<file path="src/rtl/binary_min_heap_priority_queue_top_defines.svh">
// Assertion macros for the heap queue.
`ifndef BINARY_MIN_HEAP_PRIORITY_QUEUE_TOP_DEFINES_SVH
`define BINARY_MIN_HEAP_PRIORITY_QUEUE_TOP_DEFINES_SVH

`ifndef ASSERT_OFF
`define HMP_ASSERT_IMPL(lbl, ck, rs, ante, cons) \
  lbl: assert property (@(posedge ck) disable iff (rs) (ante) |-> (cons)) \
    else $error("heap queue check failed");
`define HMP_ASSERT_NEXT(lbl, ck, rs, ante, cons) \
  lbl: assert property (@(posedge ck) disable iff (rs) (ante) |=> (cons)) \
    else $error("heap queue check failed");
`else
`define HMP_ASSERT_IMPL(lbl, ck, rs, ante, cons)
`define HMP_ASSERT_NEXT(lbl, ck, rs, ante, cons)
`endif

`endif

</file>
<file path="src/rtl/hmp_pkg.sv">
`timescale 1ns / 1ps
package hmp_pkg;

  localparam int CAP_W = 11;
  localparam int CNT_OUT_W = 11;
  localparam logic [CAP_W-1:0] CAP_RESET = 11'd1024;

  localparam logic MODE_INSERT = 1'b0;
  localparam logic MODE_REMOVE = 1'b1;

  localparam logic [1:0] ST_DONE  = 2'd0;
  localparam logic [1:0] ST_FULL  = 2'd1;
  localparam logic [1:0] ST_EMPTY = 2'd2;

  // read address select
  localparam logic [2:0] RD_NONE      = 3'd0;
  localparam logic [2:0] RD_LAST      = 3'd1;
  localparam logic [2:0] RD_PARENT    = 3'd2;
  localparam logic [2:0] RD_GRAND     = 3'd3;
  localparam logic [2:0] RD_LEFT      = 3'd4;
  localparam logic [2:0] RD_RIGHT     = 3'd5;
  localparam logic [2:0] RD_NEXT_LEFT = 3'd6;

  // write data select, always written at pos
  localparam logic [1:0] WR_NONE  = 2'd0;
  localparam logic [1:0] WR_X     = 2'd1;
  localparam logic [1:0] WR_RD    = 2'd2;
  localparam logic [1:0] WR_CHILD = 2'd3;

  localparam logic [1:0] POS_HOLD  = 2'd0;
  localparam logic [1:0] POS_UP    = 2'd1;
  localparam logic [1:0] POS_CHILD = 2'd2;

  typedef struct packed {
    logic signed [31:0] pri;
    logic signed [31:0] val;
  } entry_t;

  typedef struct packed {
    logic       accept;
    logic [2:0] rd_sel;
    logic [1:0] wr_sel;
    logic [1:0] pos_sel;
    logic       lat_x;
    logic       lat_lft;
    logic       load_out;
  } cmd_t;

  typedef struct packed {
    logic full;
    logic empty;
    logic pos_root;
    logic parent_root;
    logic up_less;
    logic has_left;
    logic has_right;
    logic dn_less;
    logic next_has_left;
  } sts_t;

  typedef struct packed {
    logic signed [31:0]   head_priority;
    logic signed [31:0]   head_value;
    logic                 head_valid;
    logic                 is_full;
    logic [CNT_OUT_W-1:0] entry_count;
    logic [1:0]           status;
  } res_t;

endpackage

</file>
<file path="src/rtl/hmp_ctrl.sv">
`timescale 1ns / 1ps
module hmp_ctrl
  import hmp_pkg::*;
(
  input  logic clk,
  input  logic rst,
  input  logic s_tvalid,
  output logic s_tready,
  input  logic mode,
  output logic m_tvalid,
  input  logic m_tready,
  input  sts_t sts,
  output cmd_t cmd
);

  localparam logic [2:0] S_IDLE    = 3'd0;
  localparam logic [2:0] S_UP      = 3'd1;
  localparam logic [2:0] S_UP_CMP  = 3'd2;
  localparam logic [2:0] S_DN_LAST = 3'd3;
  localparam logic [2:0] S_DN_R    = 3'd4;
  localparam logic [2:0] S_DN_CMP  = 3'd5;
  localparam logic [2:0] S_DN_FIN  = 3'd6;
  localparam logic [2:0] S_DONE    = 3'd7;

  logic [2:0] state, state_next;
  logic       m_tvalid_next;
  logic       acc;

  assign s_tready = (state == S_IDLE);
  assign acc = s_tvalid && s_tready;

  always_comb begin
    cmd = '0;
    state_next = state;
    case (state)
      S_IDLE: begin
        if (acc) begin
          cmd.accept = 1'b1;
          if (mode == MODE_INSERT) begin
            state_next = sts.full ? S_DONE : S_UP;
          end else if (sts.empty) begin
            state_next = S_DONE;
          end else begin
            cmd.rd_sel = RD_LAST;
            state_next = S_DN_LAST;
          end
        end
      end
      S_UP: begin
        if (sts.pos_root) begin
          cmd.wr_sel = WR_X;
          state_next = S_DONE;
        end else begin
          cmd.rd_sel = RD_PARENT;
          state_next = S_UP_CMP;
        end
      end
      S_UP_CMP: begin
        if (sts.up_less) begin
          cmd.wr_sel = WR_RD;
          cmd.pos_sel = POS_UP;
          if (sts.parent_root) begin
            state_next = S_UP;
          end else begin
            cmd.rd_sel = RD_GRAND;
          end
        end else begin
          cmd.wr_sel = WR_X;
          state_next = S_DONE;
        end
      end
      S_DN_LAST: begin
        cmd.lat_x = 1'b1;
        if (sts.empty) begin
          state_next = S_DONE;
        end else if (!sts.has_left) begin
          cmd.wr_sel = WR_RD;
          state_next = S_DONE;
        end else begin
          cmd.rd_sel = RD_LEFT;
          state_next = S_DN_R;
        end
      end
      S_DN_R: begin
        cmd.lat_lft = 1'b1;
        if (sts.has_right) begin
          cmd.rd_sel = RD_RIGHT;
        end
        state_next = S_DN_CMP;
      end
      S_DN_CMP: begin
        if (sts.dn_less) begin
          cmd.wr_sel = WR_CHILD;
          cmd.pos_sel = POS_CHILD;
          if (sts.next_has_left) begin
            cmd.rd_sel = RD_NEXT_LEFT;
            state_next = S_DN_R;
          end else begin
            state_next = S_DN_FIN;
          end
        end else begin
          cmd.wr_sel = WR_X;
          state_next = S_DONE;
        end
      end
      S_DN_FIN: begin
        cmd.wr_sel = WR_X;
        state_next = S_DONE;
      end
      S_DONE: begin
        if (!m_tvalid || m_tready) begin
          cmd.load_out = 1'b1;
          state_next = S_IDLE;
        end
      end
      default: begin
        state_next = S_IDLE;
      end
    endcase
  end

  assign m_tvalid_next = cmd.load_out ? 1'b1 : (m_tready ? 1'b0 : m_tvalid);

  always_ff @(posedge clk) begin
    if (rst) begin
      state <= S_IDLE;
      m_tvalid <= 1'b0;
    end else begin
      state <= state_next;
      m_tvalid <= m_tvalid_next;
    end
  end

endmodule

</file>
<file path="config.mk">
export PLATFORM = sky130hd
export DESIGN_NAME = hmp_ctrl
export DESIGN_NICKNAME = d
export VERILOG_FILES = /design/src/rtl/binary_min_heap_priority_queue_top_defines.svh /design/src/rtl/hmp_pkg.sv /design/src/rtl/hmp_ctrl.sv
export SDC_FILE = /design/constraint.sdc
export NUM_CORES = 1
export LEC_CHECK = 0
export BUFFER_PORTS_ARGS = -buffer_cell sky130_fd_sc_hd__buf_2
export CORE_AREA = 2 2 39 41
export CTS_CLUSTER_DIAMETER = 200
export DETAILED_ROUTE_END_ITERATION = 10
export DIE_AREA = 0 0 41 43
export HOLD_SLACK_MARGIN = 0.05
export PLACE_DENSITY = 0.73
export SLEW_MARGIN = 20
export SYNTH_ARGS = -nofsm -noshare
export SYNTH_HDL_FRONTEND = slang
export SYNTH_SLANG_ARGS = --single-unit
</file>
<file path="constraint.sdc">
create_clock -name clk -period 1.4 [get_ports clk]
set_input_delay 0.28 -clock clk [delete_from_list [all_inputs] [get_ports clk]]
set_output_delay 0.28 -clock clk [all_outputs]
set_load 0.005 [all_outputs]
</file>
Word-level counts from Yosys, hierarchy flattened

Index checks and enable logic that the tools add are counted.

Eq/ne operators: 10
Mux-type cells: 40
Reductions and logical operators: 6

Operator list:

| cell                                                | number |
|---|---|
| 2-to-1 mux 3 bit                                    | 14 |
| one-hot mux 3 bit (8 select lines)                  | 1 |
| 2-to-1 mux 2 bit                                    | 9 |
| one-hot mux 3 bit (6 select lines)                  | 1 |
| equality test 3 bit, second input constant          | 4 |
| 2-to-1 mux 1 bit                                    | 11 |
| one-hot mux 2 bit (5 select lines)                  | 1 |
| equality test 3 x 2 -> 1 bit, second input constant | 2 |
| 2-to-1 mux 5 bit                                    | 1 |
| 2-to-1 mux 4 bit                                    | 1 |
| one-hot mux 2 bit (2 select lines)                  | 1 |
| equality test 3 x 1 -> 1 bit, second input constant | 1 |
| logical NOT 3 bit                                   | 1 |
| != test 3 bit, second input constant                | 1 |
| AND reduction 3 bit                                 | 1 |
| != test 2 x 1 -> 1 bit, second input constant       | 1 |
| != test 2 bit, second input constant                | 1 |
| nonzero test 2 bit                                  | 1 |
| logical AND 1 bit                                   | 1 |
| logical NOT 1 bit                                   | 1 |
| logical OR 1 bit                                    | 1 |

Flip-flop bits (word level): 4
Bits of input ports: 14
Output and inout port bits: 13
Logic and storage cells: 58

Longest topological paths before layout

Gate-level depths: netlist (run 1).

Word-level depth: 5
Mapped depth: 5
Depth with buffers taken out: 4

Worst setup path before layout (run 1)

Ideal clock, no wire load.

Kind: reg-to-output
Start: register state[1]
End: output cmd[7] (netlist name)
Data arrival time: 1.085 ns
Data required time: 1.120 ns
Setup slack: 0.035 ns
Cell stages (with the launch flop): 5
Buffers on the path: 1
Path through: dfxtp_1 buf_6 nor3_1 and2_4 a221o_1

RTL lines:

| element                  | RTL line        | RTL |
|---|---|---|
| start: declaration       | hmp_ctrl.sv:25  | `logic [2:0] state, state_next;` |
| start signal: assignment | hmp_ctrl.sv:129 | `state <= state_next;` |
| end: declaration         | hmp_ctrl.sv:13  | `output cmd_t cmd` |

==> impl.org, run 1 <==
** Logic synthesis
- The average instance in the mapped netlist occupies 7.666 um^2.
- Mapped cell area :: 483.0 um^2
- Count of mapped cells out of synthesis :: 63
- Total number of yosys warnings :: 0
- Number of distinct library cells after synthesis :: 31
- #FFs+latches synth :: 4
- Post-Syn Nets :: 77
- Sequential-to-total area share from yosys stat :: 16.58%

** Floorplan
- Site Rows :: 14
- The die covers 0.001763 mm^2.
- Starting utilization of the core area :: approximately a third
- The total area inside the core boundary comes to around 0.0014 mm^2.
- During I/O placement, the number of pins put on the boundary was 27.
- Die Y-Extent :: 43 um
- Horizontal die dimension :: 41 um

** Setup path
- Traced cell by cell, the critical path runs through buf_6 -> o32a_1 -> o21ai_1 -> buf_2.
- Of all nets on the critical path, the largest fanout is 5.
- At the worst endpoint, the required time is roughly 1.1 ns.
- CP Data Arrival Time :: 1.36 ns
- Worst Setup End Kind :: output pin
- Launch point of the worst reg-to-reg path :: state[0]$_SDFFE_PP0P_
- The worst setup path is launched from a flip-flop.
- The slowest stage of the critical path belongs to the cell sky130_fd_sc_hd__dfxtp_4.
- Crit path buf inv count :: 2
- Worst stage delay on the critical path :: 0.36 ns
- By startpoint and endpoint, the worst setup path is classified as flip-flop to output pin.
- Kind of cell adding the most delay to the critical path :: compound AO/OA/AOI/OAI gates
- Launch point of the worst path :: state[0]$_SDFFE_PP0P_

** Drt
- Detailed router's first-iteration violation count :: 13
- Via total after detailed routing :: 664
- After detailed routing, the number of remaining DRC violations is 0.
- Detail-routed via count per cell :: ~5.5
- The routed design has around 1700 um of wire.
- Number of routed nets with antenna violations :: 0
- Dividing the detail-routed wire length by the instance count gives 14.44 um.
- For this run, the detailed router's first-pass iteration total came to 4.

** Finish
- In the final layout, the share of cells above drive strength 1 is 68.57%.
- Final antenna diode count :: 0
- Utilization of the core after routing :: 66.37%
- In the final design database the tool counted 121 nets.
- Once layout is done, the placed cells without fillers occupy 918.4 um^2.
- Area growth syn-to-layout :: 90.16%

** Global routing
- First-pass GRT wire length :: about 2300 um
- For this run, the total global-route usage over all layers was measured as a little under a fifth.
- Entering global routing, the biggest net connects 10 pins.
- Summed over all layers, the global routing overflow is 0.
- Number of global-route vias before repair :: 568
- Initial antenna violation count :: 0

** Pwr
- Peak supply drop :: between 0.8 and 0.9 mV
- Clock Power Share :: 9.0%
- Net switching is 42.24% of the power.
- Final Total Pwr :: 1.654 mW
- Static Leakage :: between 0.4 and 0.5 nW
- Sequential share of power :: 16.7%
- Of the total power, combinational logic draws 74.3%.
- The internal power of the cells totals 0.9555 mW.
- In this run the power density over the cells is 1801 mW/mm^2.
- Summed over all nets, the switching power comes to 0.6987 mW.

** STA
- Clock period minus final worst setup slack :: 1.640 ns
- Final hold vios :: 0
- Across all setup checks in the final design, the least slack found is -0.2398 ns.
- Setup repair after global routing could not meet its margin everywhere.
- At the pin with the least slew margin, the transition time is 0.2322 ns.
- The worst path uses 117.1% of the clock period.
- Highest clock frequency the design can meet :: 0.6098 GHz
- Final number of setup-violating endpoints :: 11
- Worst-case headroom to the max-slew limit :: 84.40%
- The clock arrives with 0.003234 ns of skew.
- Number of max-slew violations in the final report :: 0

** Clocking
- Number of clock buffers inserted by TritonCTS :: 3
- After clock tree synthesis, the clock-pin slew on the worst setup and hold paths is 0.04 ns.
- For this design, the CTS-stage hold fixing added 0 buffers.
- Sink count of the clock tree :: 4
- CTS built an H-tree with a depth of 1.
- TritonCTS built the clock tree.
- No sink is reached through more buffers than the 2 on the longest clock path.
- Clock tree root driver cell :: sky130_fd_sc_hd__clkbuf_4
- The clock reaches the later pin of the worst-skew pair after 0.24 ns.

** Place
- Final RePlAce weighted congestion :: 0.7505
- Hpwl dp :: 1121 um
- Input and output buffers added on the ports amount to 26.
- After detailed placement, the total cell area comes to 684.4 um^2.

** Run status
- Failing checks :: setup timing
- The run finished, with violations left.

** Run
- Max_cap viols :: 0

** Hold path
- Type of the tightest min-delay check :: primary input to flip-flop
- Min-delay src :: rst
-- power groups by stage --
stage / registers (mW) / logic (mW) / clock network [mW]
4_1_cts: 0.255 / 1.02 / 0.150
3_5_place_dp: 0.223 / 0.855 / 0
6_report: 0.276 / 1.23 / 0.148
5_1_grt: 0.284 / 1.31 / 0.161
3_3_place_gp: 0.221 / 0.843 / 0
2_1_floorplan: 0.185 / 0.578 / 0
-- stage by stage --
| step | TNS (ns) | hold slack (ns) | setup WS, ns | instances |
|---|---|---|---|---|
| floorplan | 0 | 0.3491 | 0.03455 | 63 |
| global placement | -0.1909 | 0.4707 | -0.04883 | 113 |
| detailed placement | -0.2534 | 0.4721 | -0.06608 | 113 |
| CTS | -0.8860 | 0.2225 | -0.1436 | 121 |
| global route | -1.685 | 0.2420 | -0.2639 | 121 |
| finish | -1.104 | 0.2326 | -0.2398 | 121 |
-- layout make-up --
type / instances / area (um^2)
Clock buffer: 3 / 22.52
Fill cell: 94 / 465.4
Inverter: 1 / 3.754
Multi-Input combinational cell: 52 / 475.5
Sequential cell: 4 / 91.34
Tap cell: 16 / 20.02
Timing Repair Buffer: 45 / 305.3
-- cells in the final DEF (no fill, tap or decap), types with 2 or more instances in the layout --
cell and n:
sky130_fd_sc_hd__nand2_1 3, sky130_fd_sc_hd__buf_6 8, sky130_fd_sc_hd__dfxtp_4 3, sky130_fd_sc_hd__nor2_1 4
sky130_fd_sc_hd__clkbuf_4 3, sky130_fd_sc_hd__a21oi_1 4, sky130_fd_sc_hd__nor3_1 2, sky130_fd_sc_hd__or3_4 2
sky130_fd_sc_hd__buf_4 12, sky130_fd_sc_hd__nand2b_4 3, sky130_fd_sc_hd__buf_2 25, sky130_fd_sc_hd__nand2b_1 3
sky130_fd_sc_hd__o21ai_0 2, sky130_fd_sc_hd__nor4_4 2, sky130_fd_sc_hd__nor2b_1 2
-- registers in the layout (all words and copies together) (netlist names) --
name,count
state,3
m_tvalid,1
-- metal layers --
layer / wire length, um / track usage (%)
met3: 104 / 3.665
met2: 868 / 30.00
met4: 44 / 10.00
met1: 728 / 22.76
met5: 0 / 0
-- worst paths after layout --
check / end / slack (ns) / depth (start not counted)
worst min-delay path: m_tvalid$_SDFFE_PP0P_ / 0.23 / 2
worst max register to register: state[1]$_SDFFE_PP0P_ / -0.06 / 5
worst max-delay path: cmd[8] / -0.24 / 4
worst min register to register: m_tvalid$_SDFFE_PP0P_ / 0.54 / 2
-- logic make-up (layout without fill, tap and decap cells) --
family,after synthesis,count (layout),share of synthesized area [%]
AO/OA/AOI/OAI,18,18,26.68
multiplexers,1,1,2.073
buffers and inverters,7,49,11.91
flip-flops,4,4,16.58
AND/OR/NAND/NOR,33,33,42.75
-- synthesized netlist by cell type --
cell / count / share of area, %
sky130_fd_sc_hd__nor2_1: 5 / 3.9
sky130_fd_sc_hd__o32a_1: 1 / 2.1
sky130_fd_sc_hd__or3_1: 2 / 2.6
sky130_fd_sc_hd__a221oi_2: 1 / 3.1
sky130_fd_sc_hd__buf_6: 3 / 7.0
sky130_fd_sc_hd__a31oi_1: 2 / 2.6
sky130_fd_sc_hd__nor3_1: 3 / 3.1
sky130_fd_sc_hd__nand2b_1: 6 / 7.8
sky130_fd_sc_hd__a211oi_1: 1 / 1.6
sky130_fd_sc_hd__nor4_1: 1 / 1.3
sky130_fd_sc_hd__buf_2: 1 / 1.0
sky130_fd_sc_hd__and2b_1: 1 / 1.6
sky130_fd_sc_hd__nor4_4: 1 / 4.4
sky130_fd_sc_hd__a211o_1: 1 / 1.8
sky130_fd_sc_hd__nand3_1: 1 / 1.0
sky130_fd_sc_hd__mux2i_1: 1 / 2.1
sky130_fd_sc_hd__nand3_2: 1 / 2.1
sky130_fd_sc_hd__nor3b_1: 1 / 1.6
sky130_fd_sc_hd__buf_4: 2 / 3.1
sky130_fd_sc_hd__inv_1: 1 / 0.78
sky130_fd_sc_hd__a21oi_1: 4 / 4.1
sky130_fd_sc_hd__o22ai_1: 3 / 3.9
sky130_fd_sc_hd__o21bai_2: 1 / 2.3
sky130_fd_sc_hd__o21ai_0: 3 / 3.1
sky130_fd_sc_hd__and4b_1: 1 / 2.1
sky130_fd_sc_hd__and2_4: 1 / 1.8
sky130_fd_sc_hd__a221o_1: 1 / 2.1
sky130_fd_sc_hd__dfxtp_1: 4 / 17
sky130_fd_sc_hd__nor2b_1: 3 / 3.9
sky130_fd_sc_hd__nand2_1: 5 / 3.9
sky130_fd_sc_hd__nor4b_1: 1 / 1.8
-- timing repair --
item / CTS / global route
pin swaps: 8 / 5
buffers inserted: 5 / 0
gates resized for setup: 21 / 16
endpoints found under the hold margin: 0 / 0
setup endpoints to repair: 13 / 13
(Power assumes the default switching activity.)
==> run 2: changes to the inputs <==
--- a/config.mk
+++ b/config.mk
@@ -12,6 +12,7 @@
 export DIE_AREA = 0 0 41 43
 export HOLD_SLACK_MARGIN = 0.05
 export PLACE_DENSITY = 0.73
+export SETUP_SLACK_MARGIN = 0.1
 export SLEW_MARGIN = 20
 export SYNTH_ARGS = -nofsm -noshare
 export SYNTH_HDL_FRONTEND = slang
==> run 2 against run 1 <==
  * The flow still finishes with violations (setup timing)
  * Utilization rose by 1.7 points
  * Wire length increased by 10%
  * Setup slack better by 0.063 ns
  * Clock power is 7% lower
  * Flip-flop and latch count unchanged
  * Total power grew 7.3%
  * Critical path depth did not move
  * Critical path type unchanged
==> impl.org, run 2 (same netlist as run 1, synthesis figures left out) <==
** Pwr
- The total power divided by cell area came to 1885 mW/mm^2 (+4.6%).
- The leakage power came to 0.4383 nW (+1.5%).
- The maximum vdd drop was 0.9221 mV (+13%).
- Final Total Pwr :: 1.776 mW (+7.3%)

** Drt
- Number of routed nets with antenna violations :: 0 (unchanged)
- The post-detailed-route via-to-cell ratio is 5.528 (+0.74%).
- Detailed-route DRC error count :: 0 (unchanged)
- Wire length per cell :: 15.62 um (+8.2%)
- TritonRoute pass-1 iters :: 4 (unchanged)
- Via total after detailed routing :: 680 (+2.4%)
- The routed wire length is 1921 um (+10%).
- The detailed router's first-iteration violation count is 10 (-3).

** Run
- The reported max-cap violation count is 0 (unchanged).

** Place
- The placer's final routability congestion estimate is 0.8138 (+8.4%).
- Post-placement setup slack :: -0.1503 ns (-0.08424 ns)
- PortBufs :: 26 (unchanged)
- The total cell area at the placement stage came to 680.7 um^2 (-0.55%).
- Hpwl dp :: 1173 um (+4.7%)
- The total instance count after detailed placement came to 110 (-2.7%).

** Clocking
- Hold_buf cts :: 0 (unchanged)
- Clock transition at the register clock pins on the worst setup and hold paths after CTS :: 0.04 ns (about the same)
- Sink count of the clock tree :: 4 (unchanged)
- H-tree levels :: 1 (unchanged)
- The number of buffers created by CTS came to 3 (unchanged).
- Clock tree synthesis selected as its root buffer the cell sky130_fd_sc_hd__clkbuf_4.
- The buffer levels on the longest clock path is 2 (unchanged).
- CTS tree :: yes
- Clock latency on the worst-skew pair :: 0.23 ns (about the same)

** Setup path
- Worst setup path category :: flip-flop to output pin
- The slowest stage of the critical path belongs to the cell sky130_fd_sc_hd__dfxtp_4.
- The worst setup path is launched from a flip-flop.
- The worst path required time is 1.12 ns (about the same).
- The delay contributed by the slowest stage of the critical path is 0.38 ns (+0.02 ns).
- Walking the worst path, the cells encountered are buf_6 -> and4b_1 -> a211o_1 -> buf_2.
- CP Data Arrival Time :: 1.30 ns (-0.06 ns)
- STA classifies the critical path endpoint as an output pin.
- The worst-path maximum fanout was 6 (+1).

** Finish
- Ranked by flip-flop count, first place goes to state.
- Final antenna diode count :: 0 (unchanged)
- Most common cell after layout, fill and taps aside :: sky130_fd_sc_hd__buf_2
- Most frequent cells in the layout :: sky130_fd_sc_hd__buf_2 (25), sky130_fd_sc_hd__buf_4 (14), sky130_fd_sc_hd__buf_6 (7), sky130_fd_sc_hd__nor2_1 (4), sky130_fd_sc_hd__nand2b_4 (4)
- The flip-flop count of the largest register after layout was 3 (unchanged).
- The fraction of final layout cells sized beyond drive strength 1 was 71.03% (+2.5 points).
- The area growth from synthesis to layout is 95.08%.
- The non-filler instance count after layout is 123 (+1.7%).
- The final standard cell utilization of the core came to 68.08% (+1.7 points).
- Net count reported at finish :: 123 (+1.7%)
- The largest registers in the layout are state x3, m_tvalid x1.
- Final cell area excluding filler cells :: 942.2 um^2 (+2.6%)

** Global routing
- The maximum number of pins on one net before global-route repair came to 10 (unchanged).
- The remaining global-route overflow came to 0 (unchanged).
- The global-route wire length before repair came to 2359 um (+1.8%).
- Number of global-route vias before repair :: 624 (+9.9%)
- The overall fraction of global-route tracks in use is 19.18% (+0.22 points).
- The initial antenna violation count was 0 (unchanged).

** STA
- The count of final max-slew check failures came to 0 (unchanged).
- Clock period minus final worst setup slack :: 1.577 ns (-0.06269 ns)
- Final number of setup-violating endpoints :: 9 (-2)
- Slew at the pin closest to its max-slew limit :: 0.2854 ns (+0.05320 ns)
- Final hold vios :: 0 (unchanged)
- Minimum setup slack in the final design :: -0.1771 ns (+0.06269 ns)
- Setup repair after global routing could not meet its margin everywhere.
- Worst-case headroom to the max-slew limit :: 80.93% (-3.5 points)
- The setup skew after layout came to 0.0006563 ns (-0.002578 ns).
- Highest clock frequency the design can meet :: 0.6341 GHz (+4.0%)
- The ratio of final minimum period to clock period came to 112.6% (-4.5 points).
- The final total negative setup slack was -1.014 ns (+0.08958 ns).
- The tightest hold margin was 0.2471 ns (+0.01446 ns).

** Floorplan
- The core area was 0.001384 mm^2 (unchanged).
- Die Y-Extent :: 43 um (unchanged)
- Site Rows :: 14 (unchanged)
- The die width came to 41 um (unchanged).
- Full die area :: 0.001763 mm^2 (unchanged)
- The initial standard-cell utilization of the core came to 34.90% (unchanged).
- The number of I/O pins was 27 (unchanged).

** Run status
- The run finished, with violations left.
- The checks that failed: setup timing.

** Hold path
- Type of the tightest min-delay check :: primary input to flip-flop
-- run 2: cell count changes in the layout (fill, tap and decap cells not counted), sizes merged --
cell,previous run,this run
buf,45,47
-- run 2: cell type report --
cell class | count | area, um^2
Timing Repair Buffer | 47 | 329.1
Tap cell | 16 | 20.02
Inverter | 1 | 3.754
Fill cell | 94 | 441.7
Clock buffer | 3 | 22.52
Sequential cell | 4 | 91.34
Multi-Input combinational cell | 52 | 475.5
-- run 2: metal layers --
layer	up-vias	track usage (%)	part of all wire, %
li1	322	-	-
met3	4	2.618	5.0
met2	34	35.00	57
met1	320	17.68	36
met5	-	0	0
met4	0	12.67	1.6
-- run 2: critical path: cells and delay by family, from the launching register on --
kind            cells  cell delay, ns
flops               1            0.38
simple gates        1            0.22
buf+inv             2            0.24
compound gates      1            0.22
-- run 2: path summary, 6_finish.rpt --
check	startpoint	to	slack, ns	depth (start not counted)
worst min-delay path	rst	state[1]$_SDFFE_PP0P_	0.25	2
worst min register to register	m_tvalid$_SDFFE_PP0P_	m_tvalid$_SDFFE_PP0P_	0.63	2
worst max-delay path	state[1]$_SDFFE_PP0P_	cmd[6]	-0.18	4
worst max register to register	state[0]$_SDFFE_PP0P_	state[2]$_SDFFE_PP0P_	-0.06	9
-- run 2: where the power goes --
group          internal (mW)  leakage, nW  switching, mW  total (mW)
logic                  0.769        0.390          0.610        1.38
registers              0.176       0.0348         0.0845       0.260
clock network         0.0955       0.0138         0.0419       0.137
-- run 2: repair_timing --
| action | in CTS | in global routing |
|---|---|---|
| endpoints found under the setup margin | 15 | 15 |
| pin swaps | 10 | 8 |
| gates resized for setup | 23 | 16 |
| buffers inserted | 7 | 3 |
